File: config.mk
export PLATFORM = sky130hd
export DESIGN_NAME = mulhi_xor_hash64_engine
export DESIGN_NICKNAME = d
export VERILOG_FILES = /design/src/mhx_pkg.sv /design/src/mulhi_xor_hash64_engine.sv /design/src/mhx_mul.sv
export SDC_FILE = /design/constraint.sdc
export NUM_CORES = 2
export LEC_CHECK = 0
export BUFFER_PORTS_ARGS = -buffer_cell sky130_fd_sc_hd__clkbuf_2
export CELL_PAD_IN_SITES_DETAIL_PLACEMENT = 1
export CELL_PAD_IN_SITES_GLOBAL_PLACEMENT = 1
export CORE_ASPECT_RATIO = 0.5
export CORE_UTILIZATION = 46
export DETAILED_ROUTE_END_ITERATION = 10
export HOLD_SLACK_MARGIN = 0.02
export PLACE_DENSITY_LB_ADDON = 0.1
export RECOVER_POWER = 50
export SKIP_LAST_GASP = 1
export SYNTH_ARGS = -nofsm -noshare
export SYNTH_HDL_FRONTEND = slang
export SYNTH_HIERARCHICAL = 1
export SYNTH_SLANG_ARGS = --single-unit
File: constraint.sdc
create_clock -name i_clk -period 11.5 [get_ports i_clk]
set_clock_uncertainty 0.15 [all_clocks]
set_input_delay 0.575 -clock i_clk [delete_from_list [all_inputs] [get_ports i_clk]]
set_output_delay 0.575 -clock i_clk [all_outputs]
set_load 0.05 [all_outputs]
File: src/mhx_pkg.sv
`default_nettype none

package mhx_pkg;

    localparam logic [63:0] P1 = 64'h6a09e667f3bcc909;
    localparam logic [63:0] P2 = 64'h3c6ef372fe94f82c;
    localparam logic [63:0] P3 = 64'hc4ceb9fe1a85ec53;
    localparam logic [63:0] MX = 64'hff51afd7ed558ccd;
    localparam logic [63:0] X1 = 64'h736f6d6570736575;
    localparam logic [63:0] X2 = 64'h6c7967656e657261;
    localparam logic [63:0] X3 = 64'h25232284e49cf2cb;
    localparam int          SHIFT = 13;

    // configuration register indexes
    localparam int              CFG_IDX_W = 1;
    localparam logic [CFG_IDX_W-1:0] CFG_SEED = 1'b0;
    localparam logic [CFG_IDX_W-1:0] CFG_SWAP = 1'b1;

    // microcode
    localparam int              PC_W    = 5;
    localparam logic [PC_W-1:0] PC_FIN  = 5'd10;
    localparam logic [PC_W-1:0] PC_LAST = 5'd23;

    localparam int              OP_W       = 3;
    localparam logic [OP_W-1:0] OP_NOP     = 3'd0;
    localparam logic [OP_W-1:0] OP_LD_ABS1 = 3'd1;
    localparam logic [OP_W-1:0] OP_LD_ABS2 = 3'd2;
    localparam logic [OP_W-1:0] OP_WB_ABS  = 3'd3;
    localparam logic [OP_W-1:0] OP_LD_FIN  = 3'd4;
    localparam logic [OP_W-1:0] OP_MIX1    = 3'd5;
    localparam logic [OP_W-1:0] OP_MIX2    = 3'd6;
    localparam logic [OP_W-1:0] OP_EMIT    = 3'd7;

    localparam int               JMP_W     = 2;
    localparam logic [JMP_W-1:0] J_NEXT    = 2'd0;
    localparam logic [JMP_W-1:0] J_NOABS   = 2'd1;
    localparam logic [JMP_W-1:0] J_NOTLAST = 2'd2;
    localparam logic [JMP_W-1:0] J_END     = 2'd3;

    typedef struct packed {
        logic en;
        logic clr;
        logic a_hi;
        logic b_hi;
    } t_mul_ctl;

    typedef struct packed {
        t_mul_ctl          mul;
        logic [OP_W-1:0]   op;
        logic [JMP_W-1:0]  jmp;
        logic [PC_W-1:0]   tgt;
    } t_uop;

    function automatic logic [63:0] bswap64(input logic [63:0] v);
        logic [63:0] r;
        for (int i = 0; i < 8; i++) begin
            r[8*i +: 8] = v[8*(7-i) +: 8];
        end
        return r;
    endfunction

    function automatic t_uop mul_step(input logic clr, input logic a_hi, input logic b_hi);
        t_uop u;
        u.mul.en   = 1'b1;
        u.mul.clr  = clr;
        u.mul.a_hi = a_hi;
        u.mul.b_hi = b_hi;
        u.op       = OP_NOP;
        u.jmp      = J_NEXT;
        u.tgt      = '0;
        return u;
    endfunction

    function automatic t_uop ctl_step(input logic [OP_W-1:0] op, input logic [JMP_W-1:0] jmp,
                                      input logic [PC_W-1:0] tgt);
        t_uop u;
        u.mul = '0;
        u.op  = op;
        u.jmp = jmp;
        u.tgt = tgt;
        return u;
    endfunction

    function automatic t_uop ucode(input logic [PC_W-1:0] pc);
        t_uop u;
        case (pc)
            // absorb: (acc ^ chunk) * p1, low half only
            5'd0:  u = ctl_step(OP_LD_ABS1, J_NOABS, PC_FIN);
            5'd1:  u = mul_step(1'b1, 1'b0, 1'b0);
            5'd2:  u = mul_step(1'b0, 1'b0, 1'b1);
            5'd3:  u = mul_step(1'b0, 1'b1, 1'b0);
            // prev * round_key, full product
            5'd4:  u = ctl_step(OP_LD_ABS2, J_NEXT, '0);
            5'd5:  u = mul_step(1'b1, 1'b0, 1'b0);
            5'd6:  u = mul_step(1'b0, 1'b0, 1'b1);
            5'd7:  u = mul_step(1'b0, 1'b1, 1'b0);
            5'd8:  u = mul_step(1'b0, 1'b1, 1'b1);
            5'd9:  u = ctl_step(OP_WB_ABS, J_NOTLAST, '0);
            // finalization: mulhi with keyed constant, then multiplies by p3 and mx, then emit
            5'd10: u = ctl_step(OP_LD_FIN, J_NEXT, '0);
            5'd11: u = mul_step(1'b1, 1'b0, 1'b0);
            5'd12: u = mul_step(1'b0, 1'b0, 1'b1);
            5'd13: u = mul_step(1'b0, 1'b1, 1'b0);
            5'd14: u = mul_step(1'b0, 1'b1, 1'b1);
            5'd15: u = ctl_step(OP_MIX1, J_NEXT, '0);
            5'd16: u = mul_step(1'b1, 1'b0, 1'b0);
            5'd17: u = mul_step(1'b0, 1'b0, 1'b1);
            5'd18: u = mul_step(1'b0, 1'b1, 1'b0);
            5'd19: u = ctl_step(OP_MIX2, J_NEXT, '0);
            5'd20: u = mul_step(1'b1, 1'b0, 1'b0);
            5'd21: u = mul_step(1'b0, 1'b0, 1'b1);
            5'd22: u = mul_step(1'b0, 1'b1, 1'b0);
            5'd23: u = ctl_step(OP_EMIT, J_END, '0);
            default: u = ctl_step(OP_NOP, J_END, '0);
        endcase
        return u;
    endfunction

endpackage

`default_nettype wire

File: src/mulhi_xor_hash64_engine.sv
// one item at a time: the input stalls while the sequencer runs an item, and the emit step
// also waits while the output word is stalled; products come from one shared 32x32 multiplier,
// 3 or 4 passes per product
// reset: synchronous active low, clears sequencer, message flag, output valid and config registers
`default_nettype none

module mulhi_xor_hash64_engine (
    input  wire logic        i_clk,
    input  wire logic        i_rst_n,
    input  wire logic        i_in_valid,
    output logic             o_in_stall,
    input  wire logic [63:0] i_word,
    input  wire logic [3:0]  i_byte_count,
    input  wire logic        i_last,
    output logic             o_out_valid,
    input  wire logic        i_out_stall,
    output logic      [63:0] o_digest,
    input  wire logic        i_cfg_valid,
    output logic             o_cfg_ready,
    input  wire logic [mhx_pkg::CFG_IDX_W-1:0] i_cfg_index,
    input  wire logic [63:0] i_cfg_data
);

    logic [63:0]              r_seed, n_seed;
    logic                     r_swap, n_swap;
    logic                     r_busy, n_busy;
    logic [mhx_pkg::PC_W-1:0] r_pc, n_pc;
    logic                     r_in_msg, n_in_msg;
    logic                     r_out_valid, n_out_valid;
    logic [63:0]              r_digest, n_digest;
    logic [63:0]              r_acc, n_acc;
    logic [63:0]              r_rk, n_rk;
    logic [63:0]              r_chunk, n_chunk;
    logic                     r_do_abs, n_do_abs;
    logic                     r_adv, n_adv;
    logic                     r_last, n_last;
    logic [63:0]              r_prev, n_prev;
    logic [63:0]              r_ma, n_ma;
    logic [63:0]              r_mb, n_mb;

    mhx_pkg::t_uop     uop;
    mhx_pkg::t_mul_ctl mul_ctl;
    logic [127:0]      prod;
    logic [63:0]       hi, lo;
    logic              in_acc;
    logic              emit_go;
    logic              seq_hold;
    logic [63:0]       mask;
    logic [63:0]       full_word;
    logic [63:0]       tail_chunk;
    logic              is_full;
    logic              is_tail;
    logic [63:0]       hb;
    logic [63:0]       fin;

    mhx_mul u_mul (
        .i_clk  (i_clk),
        .i_ctl  (mul_ctl),
        .i_a    (r_ma),
        .i_b    (r_mb),
        .o_prod (prod)
    );

    assign o_in_stall  = r_busy;
    assign o_out_valid = r_out_valid;
    assign o_digest    = r_digest;
    assign o_cfg_ready = 1'b1;

    always_comb begin
        uop        = mhx_pkg::ucode(r_pc);
        mul_ctl    = uop.mul;
        mul_ctl.en = uop.mul.en && r_busy;
        hi         = prod[127:64];
        lo         = prod[63:0];
        in_acc     = i_in_valid && !r_busy;
        emit_go    = r_busy && (uop.op == mhx_pkg::OP_EMIT) && (!r_out_valid || !i_out_stall);
        seq_hold   = r_busy && (uop.op == mhx_pkg::OP_EMIT) && !emit_go;

        for (int b = 0; b < 8; b++) begin
            mask[8*b +: 8] = (i_byte_count > 4'(b)) ? 8'hff : 8'h00;
        end
        full_word  = r_swap ? mhx_pkg::bswap64(i_word) : i_word;
        tail_chunk = {4'd0, i_byte_count, 56'd0} | (i_word & mask);
        is_full    = !i_last || i_byte_count[3];
        is_tail    = i_last && !i_byte_count[3] && (i_byte_count != 4'd0);

        // finalization tail: byte swap, shift-xor, xor with kept value
        hb  = mhx_pkg::bswap64(lo);
        fin = hb ^ (hb >> mhx_pkg::SHIFT) ^ r_prev;

        n_seed      = r_seed;
        n_swap      = r_swap;
        n_busy      = r_busy;
        n_pc        = r_pc;
        n_in_msg    = r_in_msg;
        n_out_valid = r_out_valid;
        n_digest    = r_digest;
        n_acc       = r_acc;
        n_rk        = r_rk;
        n_chunk     = r_chunk;
        n_do_abs    = r_do_abs;
        n_adv       = r_adv;
        n_last      = r_last;
        n_prev      = r_prev;
        n_ma        = r_ma;
        n_mb        = r_mb;

        if (i_cfg_valid) begin
            case (i_cfg_index)
                mhx_pkg::CFG_SEED: n_seed = i_cfg_data;
                mhx_pkg::CFG_SWAP: n_swap = i_cfg_data[0];
                default: ;
            endcase
        end

        if (r_out_valid && !i_out_stall) begin
            n_out_valid = 1'b0;
        end

        if (in_acc) begin
            n_busy   = 1'b1;
            n_pc     = '0;
            n_chunk  = is_full ? full_word : tail_chunk;
            n_do_abs = is_full || is_tail;
            n_adv    = is_full;
            n_last   = i_last;
            if (!r_in_msg) begin
                n_acc    = mhx_pkg::bswap64(r_seed ^ mhx_pkg::X1) | 64'd1;
                n_rk     = ((r_seed ^ mhx_pkg::X2) | 64'd1) + mhx_pkg::P2;
                n_in_msg = 1'b1;
            end
        end

        if (r_busy) begin
            case (uop.op)
                mhx_pkg::OP_LD_ABS1: begin
                    n_ma   = r_acc ^ r_chunk;
                    n_mb   = mhx_pkg::P1;
                    n_prev = r_acc;
                end
                mhx_pkg::OP_LD_ABS2: begin
                    n_prev = lo;
                    n_ma   = r_prev;
                    n_mb   = r_rk;
                end
                mhx_pkg::OP_WB_ABS: begin
                    n_acc = r_prev ^ hi;
                    if (r_adv) begin
                        n_rk = r_rk + mhx_pkg::P2;
                    end
                end
                mhx_pkg::OP_LD_FIN: begin
                    n_ma = r_acc;
                    n_mb = (r_seed ^ mhx_pkg::X3) | 64'd1;
                end
                mhx_pkg::OP_MIX1: begin
                    n_ma = r_acc ^ hi;
                    n_mb = mhx_pkg::P3;
                end
                mhx_pkg::OP_MIX2: begin
                    n_prev = lo;
                    n_ma   = lo;
                    n_mb   = mhx_pkg::MX;
                end
                mhx_pkg::OP_EMIT: begin
                    if (emit_go) begin
                        n_digest    = fin;
                        n_out_valid = 1'b1;
                        n_in_msg    = 1'b0;
                    end
                end
                default: ;
            endcase

            case (uop.jmp)
                mhx_pkg::J_NEXT: n_pc = r_pc + mhx_pkg::PC_W'(1);
                mhx_pkg::J_NOABS: begin
                    n_pc = r_do_abs ? r_pc + mhx_pkg::PC_W'(1) : uop.tgt;
                end
                mhx_pkg::J_NOTLAST: begin
                    if (r_last) begin
                        n_pc = r_pc + mhx_pkg::PC_W'(1);
                    end else begin
                        n_busy = 1'b0;
                    end
                end
                mhx_pkg::J_END: begin
                    if (emit_go) begin
                        n_busy = 1'b0;
                    end
                end
                default: n_busy = 1'b0;
            endcase
        end
    end

    always_ff @(posedge i_clk) begin
        if (!i_rst_n) begin
            r_seed      <= '0;
            r_swap      <= 1'b0;
            r_busy      <= 1'b0;
            r_pc        <= '0;
            r_in_msg    <= 1'b0;
            r_out_valid <= 1'b0;
        end else begin
            r_seed      <= n_seed;
            r_swap      <= n_swap;
            r_busy      <= n_busy;
            r_pc        <= n_pc;
            r_in_msg    <= n_in_msg;
            r_out_valid <= n_out_valid;
        end
    end

    always_ff @(posedge i_clk) begin
        r_digest <= n_digest;
        r_acc    <= n_acc;
        r_rk     <= n_rk;
        r_chunk  <= n_chunk;
        r_do_abs <= n_do_abs;
        r_adv    <= n_adv;
        r_last   <= n_last;
        r_prev   <= n_prev;
        r_ma     <= n_ma;
        r_mb     <= n_mb;
    end

    a_start: assert property (@(posedge i_clk) disable iff (!i_rst_n)
        in_acc |=> r_busy && (r_pc == '0))
        else $error("sequencer did not start at step zero");

    a_emit: assert property (@(posedge i_clk) disable iff (!i_rst_n)
        $rose(o_out_valid) |-> $past(r_busy && (uop.op == mhx_pkg::OP_EMIT)))
        else $error("digest shown outside the emit step");

    a_pc_range: assert property (@(posedge i_clk) disable iff (!i_rst_n)
        r_busy |-> (r_pc <= mhx_pkg::PC_LAST))
        else $error("step counter ran past the program");

    a_hold: assert property (@(posedge i_clk) disable iff (!i_rst_n)
        seq_hold |=> $stable(r_pc) && r_busy)
        else $error("sequencer moved while output word was stalled");

endmodule

`default_nettype wire

File: src/mhx_mul.sv
`default_nettype none

module mhx_mul (
    input  wire logic              i_clk,
    input  wire mhx_pkg::t_mul_ctl i_ctl,
    input  wire logic [63:0]       i_a,
    input  wire logic [63:0]       i_b,
    output logic      [127:0]      o_prod
);

    logic [127:0] r_prod;
    logic [127:0] n_prod;
    logic [31:0]  a_half;
    logic [31:0]  b_half;
    logic [63:0]  pp;
    logic [127:0] pp_sh;
    logic [127:0] base;

    always_comb begin
        a_half = i_ctl.a_hi ? i_a[63:32] : i_a[31:0];
        b_half = i_ctl.b_hi ? i_b[63:32] : i_b[31:0];
        pp     = 64'(a_half) * 64'(b_half);
        case ({i_ctl.a_hi, i_ctl.b_hi})
            2'b00:   pp_sh = {64'd0, pp};
            2'b01:   pp_sh = {32'd0, pp, 32'd0};
            2'b10:   pp_sh = {32'd0, pp, 32'd0};
            2'b11:   pp_sh = {pp, 64'd0};
            default: pp_sh = '0;
        endcase
        base   = i_ctl.clr ? 128'd0 : r_prod;
        n_prod = base + pp_sh;
    end

    always_ff @(posedge i_clk) begin
        if (i_ctl.en) begin
            r_prod <= n_prod;
        end
    end

    assign o_prod = r_prod;

endmodule

`default_nettype wire

==> impl_metrics.ini <==
[yosys]
synthCells = 8436
synth_edf_count = 453
yosysSeqAreaShare_pct = 23.69
ys_types = 105
synth_compound_area_share_pct = 13.01
ys_async_sr_fraction_pct = 0
yosys.area.top_type = fa_1
synth_top_family_by_area = adder cells
synthTopCellsByCount = nor2_1 (1015), inv_1 (1005), nand2_1 (987)
synth-simple-area-share_pct = 15.02
syn_area_sq_um = 75090
avgSynthCellArea_sq_um = 8.901
yosysTopAreaCellShare_pct = 23.91
synth_fp_nets = 9873
synth_xor_area_share_pct = 5.645
ys_ff_latch = 662
synth_adder_area_share_pct = 30.60
synth_area_leaders = fa_1 (24%), edfxtp_1 (18%), ha_1 (6.7%)
yosysWarnings = 6
synthMuxAreaShare_pct = 4.619
synth_ff_type = edfxtp_1
synth.most_common_cell = nor2_1

[clocking]
cts.sinks = 662
cts_tree = built
insertion_delay_ns = 0.72
htree_levels = 3
path_clk_slew_ns = 0.08
clk_path_buf_depth = 3
cts_made_buffers = 76
cts-root-buf = clkbuf_16

[setup_path]
critical-path-max-stage-delay_ns = 0.66
crit_fanout = 8
end_kind = flip-flop
crit_type = reg -> reg
arrival_ns = 12.17
rrSetupSlack_ns = -0.36
r2r_end = u_mul/o_prod[106]
r2r_start = uop[11]
reg2regPathDepth = 46
critical_path_required_ns = 11.82
critPathLaunchType = flip-flop
crit_slowest_cell = fa_2

[outcome]
status = finished with violations
violations = capacitance limit, slew limit, setup timing

[grt]
grt_pass1_wl_um = 540500
grt_pass1_vias = 74161
grt_antenna_before_repair = 27
grt_max_degree = 76
busiest_layer = met2
met1_usage_pct = 62.11
use_met3_pct = 14.61
grt_usage_pct = 45.90
grtUsageMet2_pct = 66.96
grt_overflow_total = 0

[layout]
seqCellArea_sq_um = 17800
multi_input_area_sq_um = 54370
fin_nets = 11082
instances_no_fill = 11891
final_layout_size_suffix_gt1_share_pct = 22.68
synthToLayoutAreaGrowth_pct = 25.89
final.fill_count = 18442

[die]
rows = 104
die_height_um = 287.7
die_area_sq_um = 165000
start_util_pct = 46.50
dieWidth_um = 573.4
coreArea_sq_um = 161500
ios = 206

[timing]
setup_ws_ns = -0.3558
rsz0062_at_grt = true
hold_viol = 0
slew_violations = 901
fmax_ghz = 0.08435
worstMarginPinSlew_ns = 4.386
slew_headroom_pct = -192.4
setup_viol = 40
min_period_ns = 11.86
final.period_utilization_pct = 103.1

[placed_design]
numPortBuffers = 204
dp_slack_ns = -1.538
dp_hpwl_um = 308100
placed_cells = 11526
place.gp.congestion = 1.044

[route]
vias = 73180
drt_iter0_markers = 9198
vias_per_cell = 6.154
drt_pass1_iterations = 5
wl_per_cell_um = 32.49
drc_errors = 0
wl_um = 386300
ant_nets = 0

[hold_path]
whs_path_depth = 2
hold_path_end = r_chunk[30]
hold_class = in -> reg
worstHoldStart = i_word[30]

[job]
cap_violations = 21
-- cells in the final DEF (no fill, tap or decap), types with 38 or more instances in the layout --
cell type	count
a211oi_1	57
a21o_1	106
a21oi_1	497
a21oi_2	68
a22o_1	56
a31oi_1	56
and2_1	54
buf_12	111
buf_4	1114
buf_6	66
clkbuf_1	102
clkbuf_16	79
clkbuf_2	136
dfxtp_1	205
dlygate4sd3_1	69
edfxtp_1	453
fa_1	848
fa_2	49
ha_1	360
inv_1	969
inv_2	38
mux2_2	112
mux2i_1	147
nand2_1	968
nand3_1	69
nand4_1	73
nor2_1	981
nor2b_1	153
nor3_1	60
o21ai_0	247
o21ai_1	43
o21bai_1	54
o22ai_1	110
xnor2_1	269
xor2_1	199
-- registers in the layout, indices dropped and copies added, names as in the netlist, 5 cells and up --
register	cells
r_ma	64
r_mb	64
r_seed	64
r_pc	5
r_rk	64
o_digest	64
u_mul/o_prod	128
r_chunk	64
uop	10
r_prev	64
r_acc	64
-- kinds of logic after synthesis --
kind of cell               count (synthesis)
xor gates and xnor gates                 484
adders and majority gates               1298
muxes                                    330
AOI/OAI and AO/OA                       1574
buffers and inverters                   1478
and+or+nand+nor                         2609
DFF                                      662
other                                      1
-- layer usage --
layer  vias to the layer above  share of wire, %
met5                         -             0.034
met3                      1002                13
met1                     37529                40
li1                      30313                 -
met2                      4320                42
met4                        16               5.6
-- layout make-up --
type | count | share of cell area, %
Timing Repair Buffer | 1600 | 14.12
Multi-Input combinational cell | 6296 | 57.52
Antenna cell | 12 | 0.03177
Inverter | 1009 | 4.006
Tap cell | 2173 | 2.876
Clock inverter | 45 | 0.4434
Clock buffer | 94 | 2.171
Sequential cell | 662 | 18.83
-- worst max-delay path, delay by kind of cell (launching register included) --
kind            cells  cell delay, ns
buf+inv            13            1.58
xor+xnor            2            0.41
simple gates        6            1.22
flops               1            0.37
compound gates     14            3.08
fa+ha+maj          10            4.44
mux                 1            0.35
-- repair_timing --
action	4_1_cts	5_1_grt
gates cloned	6	1
resized for setup	299	326
endpoints found under the setup margin	76	85
buffers inserted	87	56
hold buffers	69	0
endpoints found under the hold margin	69	0
pin swaps	126	137
-- worst max-delay path by stage --
stage | from | end | slack (ns) | cells past startpoint
floorplan | uop[11] | u_mul/o_prod[104] | 0.10 | 43
global placement | uop[11] | u_mul/o_prod[118] | -1.34 | 44
detailed placement | uop[11] | u_mul/o_prod[118] | -1.54 | 45
CTS | uop[11] | u_mul/o_prod[126] | -0.24 | 47
global route | uop[11] | u_mul/o_prod[106] | -0.51 | 46
finish | uop[11] | u_mul/o_prod[106] | -0.36 | 46
-- through the flow --
stage / utilization (%) / TNS (ns) / hold WS [ns] / cell area, sq um
6_report: 58.54 / -6.874 / 0.05908 / 94530
4_1_cts: 57.53 / -1.668 / 0.02494 / 92900
2_1_floorplan: - / 0 / 0.2867 / 75090
5_1_grt: 58.52 / -15.15 / 0.06134 / 94510
3_3_place_gp: 54.15 / -37.20 / 0.3383 / 87440
3_5_place_dp: 54.15 / -48.23 / 0.3425 / 87440
Power is not shown: default switching activity piles up to over one toggle a cycle in this logic, so the estimate is an artifact.
